File: src/rtl/core/gbrc_pkg.sv
// Package for the gamepad button remap crossbar: item types, button and hat codes.
`default_nettype none
package gbrc_pkg;

  localparam int NUM_BUTTONS = 19;
  localparam int IDX_W       = 5;
  localparam int MASK_W      = 32;

  // Operation codes
  localparam logic OP_APPLY = 1'b0;
  localparam logic OP_WRITE = 1'b1;

  // Button numbers, also the bit order of every mask
  localparam int BTN_L2    = 6;
  localparam int BTN_R2    = 7;
  localparam int BTN_UP    = 15;
  localparam int BTN_RIGHT = 16;
  localparam int BTN_DOWN  = 17;
  localparam int BTN_LEFT  = 18;

  // Hat codes
  localparam logic [3:0] HAT_UP         = 4'd0;
  localparam logic [3:0] HAT_UP_RIGHT   = 4'd1;
  localparam logic [3:0] HAT_RIGHT      = 4'd2;
  localparam logic [3:0] HAT_DOWN_RIGHT = 4'd3;
  localparam logic [3:0] HAT_DOWN       = 4'd4;
  localparam logic [3:0] HAT_DOWN_LEFT  = 4'd5;
  localparam logic [3:0] HAT_LEFT       = 4'd6;
  localparam logic [3:0] HAT_UP_LEFT    = 4'd7;
  localparam logic [3:0] HAT_NONE       = 4'd8;

  localparam logic [7:0] ANALOG_FULL = 8'hFF;

  typedef logic [NUM_BUTTONS-1:0] btn_mask_t;

  typedef struct packed {
    logic              op;
    logic [7:0]        l2_analog;
    logic [7:0]        r2_analog;
    logic [7:0]        hat_face_byte;
    logic [7:0]        shoulder_byte;
    logic [7:0]        system_byte;
    logic [IDX_W-1:0]  entry_index;
    logic [MASK_W-1:0] entry_mask;
  } in_item_t;

  typedef struct packed {
    logic [7:0] l2_out;
    logic [7:0] r2_out;
    logic [7:0] hat_face_out;
    logic [7:0] shoulder_out;
    logic [7:0] system_out;
    logic       write_ok;
  } out_item_t;

endpackage
`default_nettype wire

File: src/rtl/core/gamepad_button_remap_crossbar.sv
// Top level of the gamepad button remap crossbar: table, remap logic and result register.
//
//   channel | direction | handshake           | payload
//   in      | input     | in_valid / in_ready   | in_item  (gbrc_pkg::in_item_t)
//   out     | output    | out_valid / out_ready | out_item (gbrc_pkg::out_item_t)
//
// The crossbar OR and trigger max sit between the accepted item and the result
// register, so one item is accepted per cycle unless a stalled result holds in_ready low.
// A write updates the table at its accept edge; the next item already sees it.
// Reset (rst, synchronous) loads the identity table and empties the result register.
// A stalled result holds; in_ready drops only while a result waits and out_ready is low.
`default_nettype none
module gamepad_button_remap_crossbar (
  input  wire                       clk,
  input  wire                       rst,
  input  wire                       in_valid,
  output logic                      in_ready,
  input  wire gbrc_pkg::in_item_t   in_item,
  output logic                      out_valid,
  input  wire                       out_ready,
  output gbrc_pkg::out_item_t       out_item
);
  import gbrc_pkg::*;

  btn_mask_t  target_table [NUM_BUTTONS];
  btn_mask_t  target_table_next [NUM_BUTTONS];
  logic       identity_flag;
  logic       identity_flag_next;

  logic       accept;
  logic       write_ok_c;
  btn_mask_t  src;
  btn_mask_t  dst;
  logic [3:0] hat_in;
  logic [3:0] hat_out;
  logic       up, right, down, left;
  logic       l2_full, r2_full;
  logic [7:0] l2_a, l2_b, r2_a, r2_b;
  out_item_t  result;

  function automatic logic [7:0] max8(input logic [7:0] a, input logic [7:0] b);
    return (a > b) ? a : b;
  endfunction

  assign in_ready = !out_valid || out_ready;
  assign accept   = in_valid && in_ready;

  assign write_ok_c = (in_item.entry_index < IDX_W'(NUM_BUTTONS)) &&
                      (in_item.entry_mask[MASK_W-1:NUM_BUTTONS] == '0);

  // Table update and identity recompute
  always_comb begin
    for (int i = 0; i < NUM_BUTTONS; i++) begin
      target_table_next[i] = target_table[i];
      if (accept && in_item.op == OP_WRITE && write_ok_c &&
          in_item.entry_index == IDX_W'(i)) begin
        target_table_next[i] = in_item.entry_mask[NUM_BUTTONS-1:0];
      end
    end
    identity_flag_next = 1'b1;
    for (int i = 0; i < NUM_BUTTONS; i++) begin
      if (target_table_next[i] != (btn_mask_t'(1) << i)) begin
        identity_flag_next = 1'b0;
      end
    end
  end

  // Pressed sources, hat directions decoded
  always_comb begin
    hat_in = in_item.hat_face_byte[3:0];
    src = '0;
    src[3:0]   = in_item.hat_face_byte[7:4];
    src[11:4]  = in_item.shoulder_byte;
    src[14:12] = in_item.system_byte[2:0];
    src[BTN_UP]    = (hat_in == HAT_UP) || (hat_in == HAT_UP_RIGHT) ||
                     (hat_in == HAT_UP_LEFT);
    src[BTN_RIGHT] = (hat_in == HAT_UP_RIGHT) || (hat_in == HAT_RIGHT) ||
                     (hat_in == HAT_DOWN_RIGHT);
    src[BTN_DOWN]  = (hat_in == HAT_DOWN_RIGHT) || (hat_in == HAT_DOWN) ||
                     (hat_in == HAT_DOWN_LEFT);
    src[BTN_LEFT]  = (hat_in == HAT_DOWN_LEFT) || (hat_in == HAT_LEFT) ||
                     (hat_in == HAT_UP_LEFT);
  end

  // Crossbar OR; any non-trigger source that lands on a trigger drives it full
  always_comb begin
    dst     = '0;
    l2_full = 1'b0;
    r2_full = 1'b0;
    for (int s = 0; s < NUM_BUTTONS; s++) begin
      if (src[s]) begin
        dst = dst | target_table[s];
        if (s != BTN_L2 && s != BTN_R2) begin
          l2_full = l2_full | target_table[s][BTN_L2];
          r2_full = r2_full | target_table[s][BTN_R2];
        end
      end
    end
    l2_a = (src[BTN_L2] && target_table[BTN_L2][BTN_L2]) ? in_item.l2_analog : 8'd0;
    l2_b = (src[BTN_R2] && target_table[BTN_R2][BTN_L2]) ? in_item.r2_analog : 8'd0;
    r2_a = (src[BTN_L2] && target_table[BTN_L2][BTN_R2]) ? in_item.l2_analog : 8'd0;
    r2_b = (src[BTN_R2] && target_table[BTN_R2][BTN_R2]) ? in_item.r2_analog : 8'd0;
  end

  // Rebuild the hat; opposite directions cancel
  always_comb begin
    up    = dst[BTN_UP] && !dst[BTN_DOWN];
    down  = dst[BTN_DOWN] && !dst[BTN_UP];
    right = dst[BTN_RIGHT] && !dst[BTN_LEFT];
    left  = dst[BTN_LEFT] && !dst[BTN_RIGHT];
    if (up) begin
      hat_out = right ? HAT_UP_RIGHT : (left ? HAT_UP_LEFT : HAT_UP);
    end else if (down) begin
      hat_out = right ? HAT_DOWN_RIGHT : (left ? HAT_DOWN_LEFT : HAT_DOWN);
    end else if (right) begin
      hat_out = HAT_RIGHT;
    end else if (left) begin
      hat_out = HAT_LEFT;
    end else begin
      hat_out = HAT_NONE;
    end
  end

  always_comb begin
    result = '0;
    if (in_item.op == OP_WRITE) begin
      result.write_ok = write_ok_c;
    end else if (identity_flag) begin
      result.l2_out       = in_item.l2_analog;
      result.r2_out       = in_item.r2_analog;
      result.hat_face_out = in_item.hat_face_byte;
      result.shoulder_out = in_item.shoulder_byte;
      result.system_out   = in_item.system_byte;
    end else begin
      result.l2_out       = l2_full ? ANALOG_FULL : max8(l2_a, l2_b);
      result.r2_out       = r2_full ? ANALOG_FULL : max8(r2_a, r2_b);
      result.hat_face_out = {dst[3:0], hat_out};
      result.shoulder_out = dst[11:4];
      result.system_out   = {in_item.system_byte[7:3], dst[14:12]};
    end
  end

  always_ff @(posedge clk) begin
    if (rst) begin
      for (int i = 0; i < NUM_BUTTONS; i++) begin
        target_table[i] <= btn_mask_t'(1) << i;
      end
      identity_flag <= 1'b1;
      out_valid     <= 1'b0;
    end else begin
      target_table  <= target_table_next;
      identity_flag <= identity_flag_next;
      if (accept) begin
        out_valid <= 1'b1;
      end else if (out_ready) begin
        out_valid <= 1'b0;
      end
    end
  end

  // Load the result on accept, otherwise hold
  always_ff @(posedge clk) begin
    if (accept) begin
      out_item <= result;
    end
  end

endmodule
`default_nettype wire

File: config.mk
export PLATFORM = sky130hd
export DESIGN_NAME = gamepad_button_remap_crossbar
export DESIGN_NICKNAME = d
export VERILOG_FILES = /design/src/rtl/core/gbrc_pkg.sv /design/src/rtl/core/gamepad_button_remap_crossbar.sv
export SDC_FILE = /design/constraint.sdc
export NUM_CORES = 1
export LEC_CHECK = 0
export ABC_AREA = 0
export BUFFER_PORTS_ARGS = -buffer_cell sky130_fd_sc_hd__clkbuf_2
export CAP_MARGIN = 15
export CORE_ASPECT_RATIO = 1.25
export CORE_MARGIN = 2
export CORE_UTILIZATION = 61
export DETAILED_ROUTE_END_ITERATION = 16
export GPL_TIMING_DRIVEN = 0
export PLACE_DENSITY = 0.84
export SLEW_MARGIN = 10
export SYNTH_ARGS = -nofsm -noshare
export SYNTH_HDL_FRONTEND = slang
export SYNTH_SLANG_ARGS = --single-unit
File: constraint.sdc
create_clock -name clk -period 4.6 [get_ports clk]
set_input_delay 0 -clock clk [delete_from_list [all_inputs] [get_ports clk]]
set_output_delay 0 -clock clk [all_outputs]
set_load 0.01 [all_outputs]
==> flow_metrics.tcl, run 1 <==
set metrics [dict create \
    portBuffers 108 \
    syn_area_mm2 0.0196 \
    synthCells 2563 \
    cts_root_buf "clkbuf_16" \
    die_h_um 204 \
    grt_overflow_total 4 \
    clk_path_buf_depth 3 \
    yosysWarnings 0 \
    firstError "[ERROR GRT-0116] Global routing finished with congestion. Check the congestion regions in the DRC Viewer." \
    cts-htree-levels 2 \
    gp_congestion 1.33 \
    synth_nets 2664 \
    run_status "stopped before the end" \
    synth_flop_cell "dfxtp_1" \
    synthDistinctLibCells 63 \
    synth_top_area_frac 0.371 \
    grt_pass1_wl_um 156000 \
    track_usage 0.648 \
    synth_top_area_cell "dfxtp_1" \
    haltStage "5_1_grt" \
    cts.repair.resized 0 \
    place_inst 3092 \
    clock_sinks 404 \
    die_w_um 164 \
    ioPinCount 125 \
    post-place-ws_ns 0.177 \
    rows 73 \
    synth.area.top_cells "dfxtp_1 37%, nand2_1 14%, a21oi_1 9.9%" \
    synthArstFlopShare 0 \
    place.detailed.hpwl_um 77000 \
    ys_seq_area_frac 0.434 \
    ys_ff_latch 404 \
    synth_edf_count 41 \
    cts_buffers 39 \
    syn_area_per_cell_um2 7.64 \
    initial_core_util 0.618 \
    first_global_vias 23300 \
    grt_max_degree 35 \
]
cells by family after synthesis:
| logic type | Yosys count | synth area share |
|---|---|---|
| simple gates | 1179 | 0.277 |
| compound gates | 678 | 0.213 |
| flops | 404 | 0.434 |
| buf+inv | 255 | 0.0494 |
| mux | 27 | 0.0145 |
| fa+ha+maj | 19 | 0.0121 |
| xor+xnor | 1 | 0.000448 |
repair_timing:
action,in CTS
buffers inserted,0
hold endpoints to repair,27
hold buffers,30
stage by stage:
step,cell area [um^2],hold WS [ns]
floorplan,19600,0.175
global placement,20600,0.303
detailed placement,20800,0.302
CTS,22400,0.00213
layer usage:
metal,GRT usage,GRT overflow
met2,0.844,1
met5,0.121,0
met3,0.412,0
met4,0.612,3
met1,0.688,0
synth_stat cells, types with 14 or more instances:
| master | number |
|---|---|
| nand3_1 | 40 |
| nor4_1 | 70 |
| mux2i_1 | 16 |
| o21ai_0 | 34 |
| nand4_1 | 43 |
| or4_1 | 31 |
| a22oi_1 | 102 |
| inv_1 | 26 |
| a21oi_1 | 387 |
| edfxtp_1 | 41 |
| a221oi_1 | 48 |
| a22o_1 | 22 |
| and3_1 | 25 |
| ha_1 | 19 |
| nand4b_1 | 18 |
| dfxtp_1 | 363 |
| nor3_1 | 51 |
| a21o_1 | 20 |
| clkbuf_1 | 217 |
| nor2_1 | 76 |
| nand2_1 | 740 |
| nor2b_1 | 14 |
==> inputs of run 2 (changes only) <==
- CORE_ASPECT_RATIO: 1.25 -> default
- CORE_UTILIZATION: 61 -> 40
- PLACE_DENSITY: 0.84 -> default
- PLACE_DENSITY_LB_ADDON: default -> 0.15
==> run 2 against run 1 <==
Effect of this change: the flow now finishes, with violations (max-capacitance violations, max-slew violations, negative setup slack); synthesized cell count did not move; synthesized area did not move.
==> flow_metrics.tcl, run 2 <==
set metrics [dict create \
    ys_seq_area_frac 0.434 \
    final_hold_viol_count 0 \
    core_mm2 0.0486 \
    drive_gt1_frac 0.0869 \
    power_switching_share 0.266 \
    worstReg2RegEnd "identity_flag" \
    syn_area_per_cell_um2 7.64 \
    cp-end-kind "register" \
    synthDistinctLibCells 63 \
    powerDensity_mw_per_mm2 348 \
    die_w_um 225 \
    grt_overflow_total 0 \
    synth_edf_count 41 \
    cts_root_buf "clkbuf_16" \
    clockPowerShare 0.471 \
    cts-htree-levels 2 \
    rsz0062_at_grt "false" \
    required_ns 5.11 \
    period_minus_slack_ns 4.62 \
    synth_nets 2664 \
    timing.final.crit_share 1.00 \
    cts_buffers 46 \
    portBuffers 108 \
    ys_ff_latch 404 \
    grt_max_degree 23 \
    first_iter_violations 3844 \
    reg2reg_from "out_valid" \
    clk_path_buf_depth 3 \
    placed_area_mm2 0.0213 \
    clk_transition_reported_paths_ns 0.07 \
    viasPerCell 6.76 \
    layout.cells.most_common_list "740 x nand2_1, 387 x a21oi_1, 363 x dfxtp_1, 223 x clkbuf_1, 117 x clkbuf_2" \
    slew_viol_final 11 \
    drv_cap 1 \
    ir_worst_vdd_mv 0.241 \
    min_path_cells 3 \
    holdCritPathClass "input port to register" \
    yosysWarnings 0 \
    synth.area.top_cells "dfxtp_1 37%, nand2_1 14%, a21oi_1 9.9%" \
    drtAntennaViolNets 0 \
    p_int_mw 5.93 \
    hp-start "in_item[77]" \
    final-seq-area_mm2 0.00850 \
    yosysMostFrequentCell "nand2_1" \
    relSlewSlack -0.00590 \
    first_global_vias 21100 \
    drt-wirelength-per-cell_um 35.9 \
    switching_power_mw 2.15 \
    die_h_um 225 \
    reg.largest.list "target_table: 361 flops, out_item: 41 flops" \
    fmax_ghz 0.216 \
    r2r_slack_ns -0.02 \
    synth_top_area_frac 0.371 \
    track_usage 0.477 \
    hold_end "out_item[17]" \
    nets 2887 \
    num_vias 23300 \
    initial_core_util 0.402 \
    final-setup-viol-count 1 \
    max_slew.worst_pin.slew_ns 1.51 \
    yosys-top-cells-count "740 x nand2_1, 387 x a21oi_1, 363 x dfxtp_1, 217 x clkbuf_1, 102 x a22oi_1" \
    multi_input_area_mm2 0.0102 \
    final_area_mm2 0.0232 \
    wl_um 124000 \
    gp_congestion 1.12 \
    synthArstFlopShare 0 \
    finalPower_mw 8.08 \
    rows 81 \
    skew_ns 0.0153 \
    fill_cells 4844 \
    syn_area_mm2 0.0196 \
    p_seq_frac 0.444 \
    die_area_mm2 0.0507 \
    place.detailed.hpwl_um 94200 \
    clock_sinks 404 \
    grt_pass1_wl_um 166000 \
    antenna_found_initial 13 \
    largest_register "target_table" \
    critPathMaxFanout 8 \
    ioPinCount 125 \
    critPathKind "register to register" \
    syn_to_final_growth_pct 18.7 \
    dr.pass1.iters 9 \
    fin_ws_ns -0.0191 \
    cts_tree "done" \
    power_leakage_nw 8.12 \
    clk_latency_ns 0.61 \
    p_comb_frac 0.085 \
    synth_flop_cell "dfxtp_1" \
    run_status "complete, but fails checks" \
    fin_hold_ws_ns 0.0194 \
    route.detailed.drc 0 \
    largest_reg_flops 361 \
    cts.repair.resized 0 \
    synthCells 2563 \
    reg2regPathDepth 11 \
    final_common_cell "nand2_1" \
    start_kind "register" \
    worstPathArrival_ns 5.12 \
    failed_checks "max-capacitance violations, max-slew violations, negative setup slack" \
    synth_top_area_cell "dfxtp_1" \
]
-- run 2: per-stage QoR --
step	std cells	setup TNS [ns]	setup WS, ns	utilization
5_1_grt	3443	0	0.00347	0.477
3_5_place_dp	3317	0	0.0392	0.437
2_1_floorplan	2563	0	1.38	-
6_report	3447	-0.0191	-0.0191	0.477
4_1_cts	3440	0	0.188	0.477
3_3_place_gp	3293	-0.852	-0.852	0.430
-- run 2: power by group through the flow --
stage | logic, mW | registers (mW) | clock network (mW)
after global routing | 0.683 | 3.59 | 3.94
after CTS | 0.637 | 3.59 | 3.79
after floorplan | 0.247 | 3.68 | 0
after global placement | 0.589 | 3.67 | 0
after detailed placement | 0.609 | 3.67 | 0
final | 0.688 | 3.59 | 3.81
-- run 2: logic make-up after synthesis --
family                   count (synthesis)  share of synthesized area
AND/OR/NAND/NOR                       1179                      0.277
AO/OA/AOI/OAI                          678                      0.213
flip-flops                             404                      0.434
buffers and inverters                  255                     0.0494
multiplexers                            27                     0.0145
adder cells (fa/ha/maj)                 19                     0.0121
XOR/XNOR                                 1                   0.000448
-- run 2: worst max-delay path, cell delays in order (launching register included) --
cell and delay [ns]:
dfxtp_1 0.33, nor2b_1 0.35, inv_1 0.22, nand3_1 0.32, nor4_4 0.10, buf_6 0.19, nor3_1 0.88, a31oi_1 0.18
or4b_1 0.59, nor4_1 0.93, nand4_1 0.16, o31ai_1 0.28
-- run 2: final cells by class --
cell class / instances / share of cell area
multi-input combinational: 1904 / 0.439
sequential: 404 / 0.366
clock buffer: 70 / 0.0582
timing repair buffer: 176 / 0.0538
buffer: 228 / 0.0377
tap: 622 / 0.0335
clock inverter: 12 / 0.00695
inverter: 26 / 0.00420
antenna: 5 / 0.000539
-- run 2: worst max path at each step --
stage	endpoint	from	depth (start not counted)
global route	out_item[38]	in_item[47]	17
global placement	identity_flag	in_item[32]	11
floorplan	identity_flag	in_item[25]	12
CTS	identity_flag	out_valid	12
detailed placement	identity_flag	in_item[25]	11
finish	identity_flag	out_valid	11
-- run 2: per-layer routing --
layer / GRT usage / part of all wire / vias to the layer above
li1: - / - / 9607
met1: 0.572 / 0.36 / 11100
met2: 0.678 / 0.40 / 1978
met3: 0.174 / 0.14 / 568
met4: 0.398 / 0.10 / 12
met5: 0.000978 / 0.00062 / -
-- run 2: timing repair --
item	CTS	global route
setup buffers	0	0
hold endpoints to repair	32	0
setup endpoints to repair	0	3
hold buffers	41	0
(Power assumes the default switching activity.)
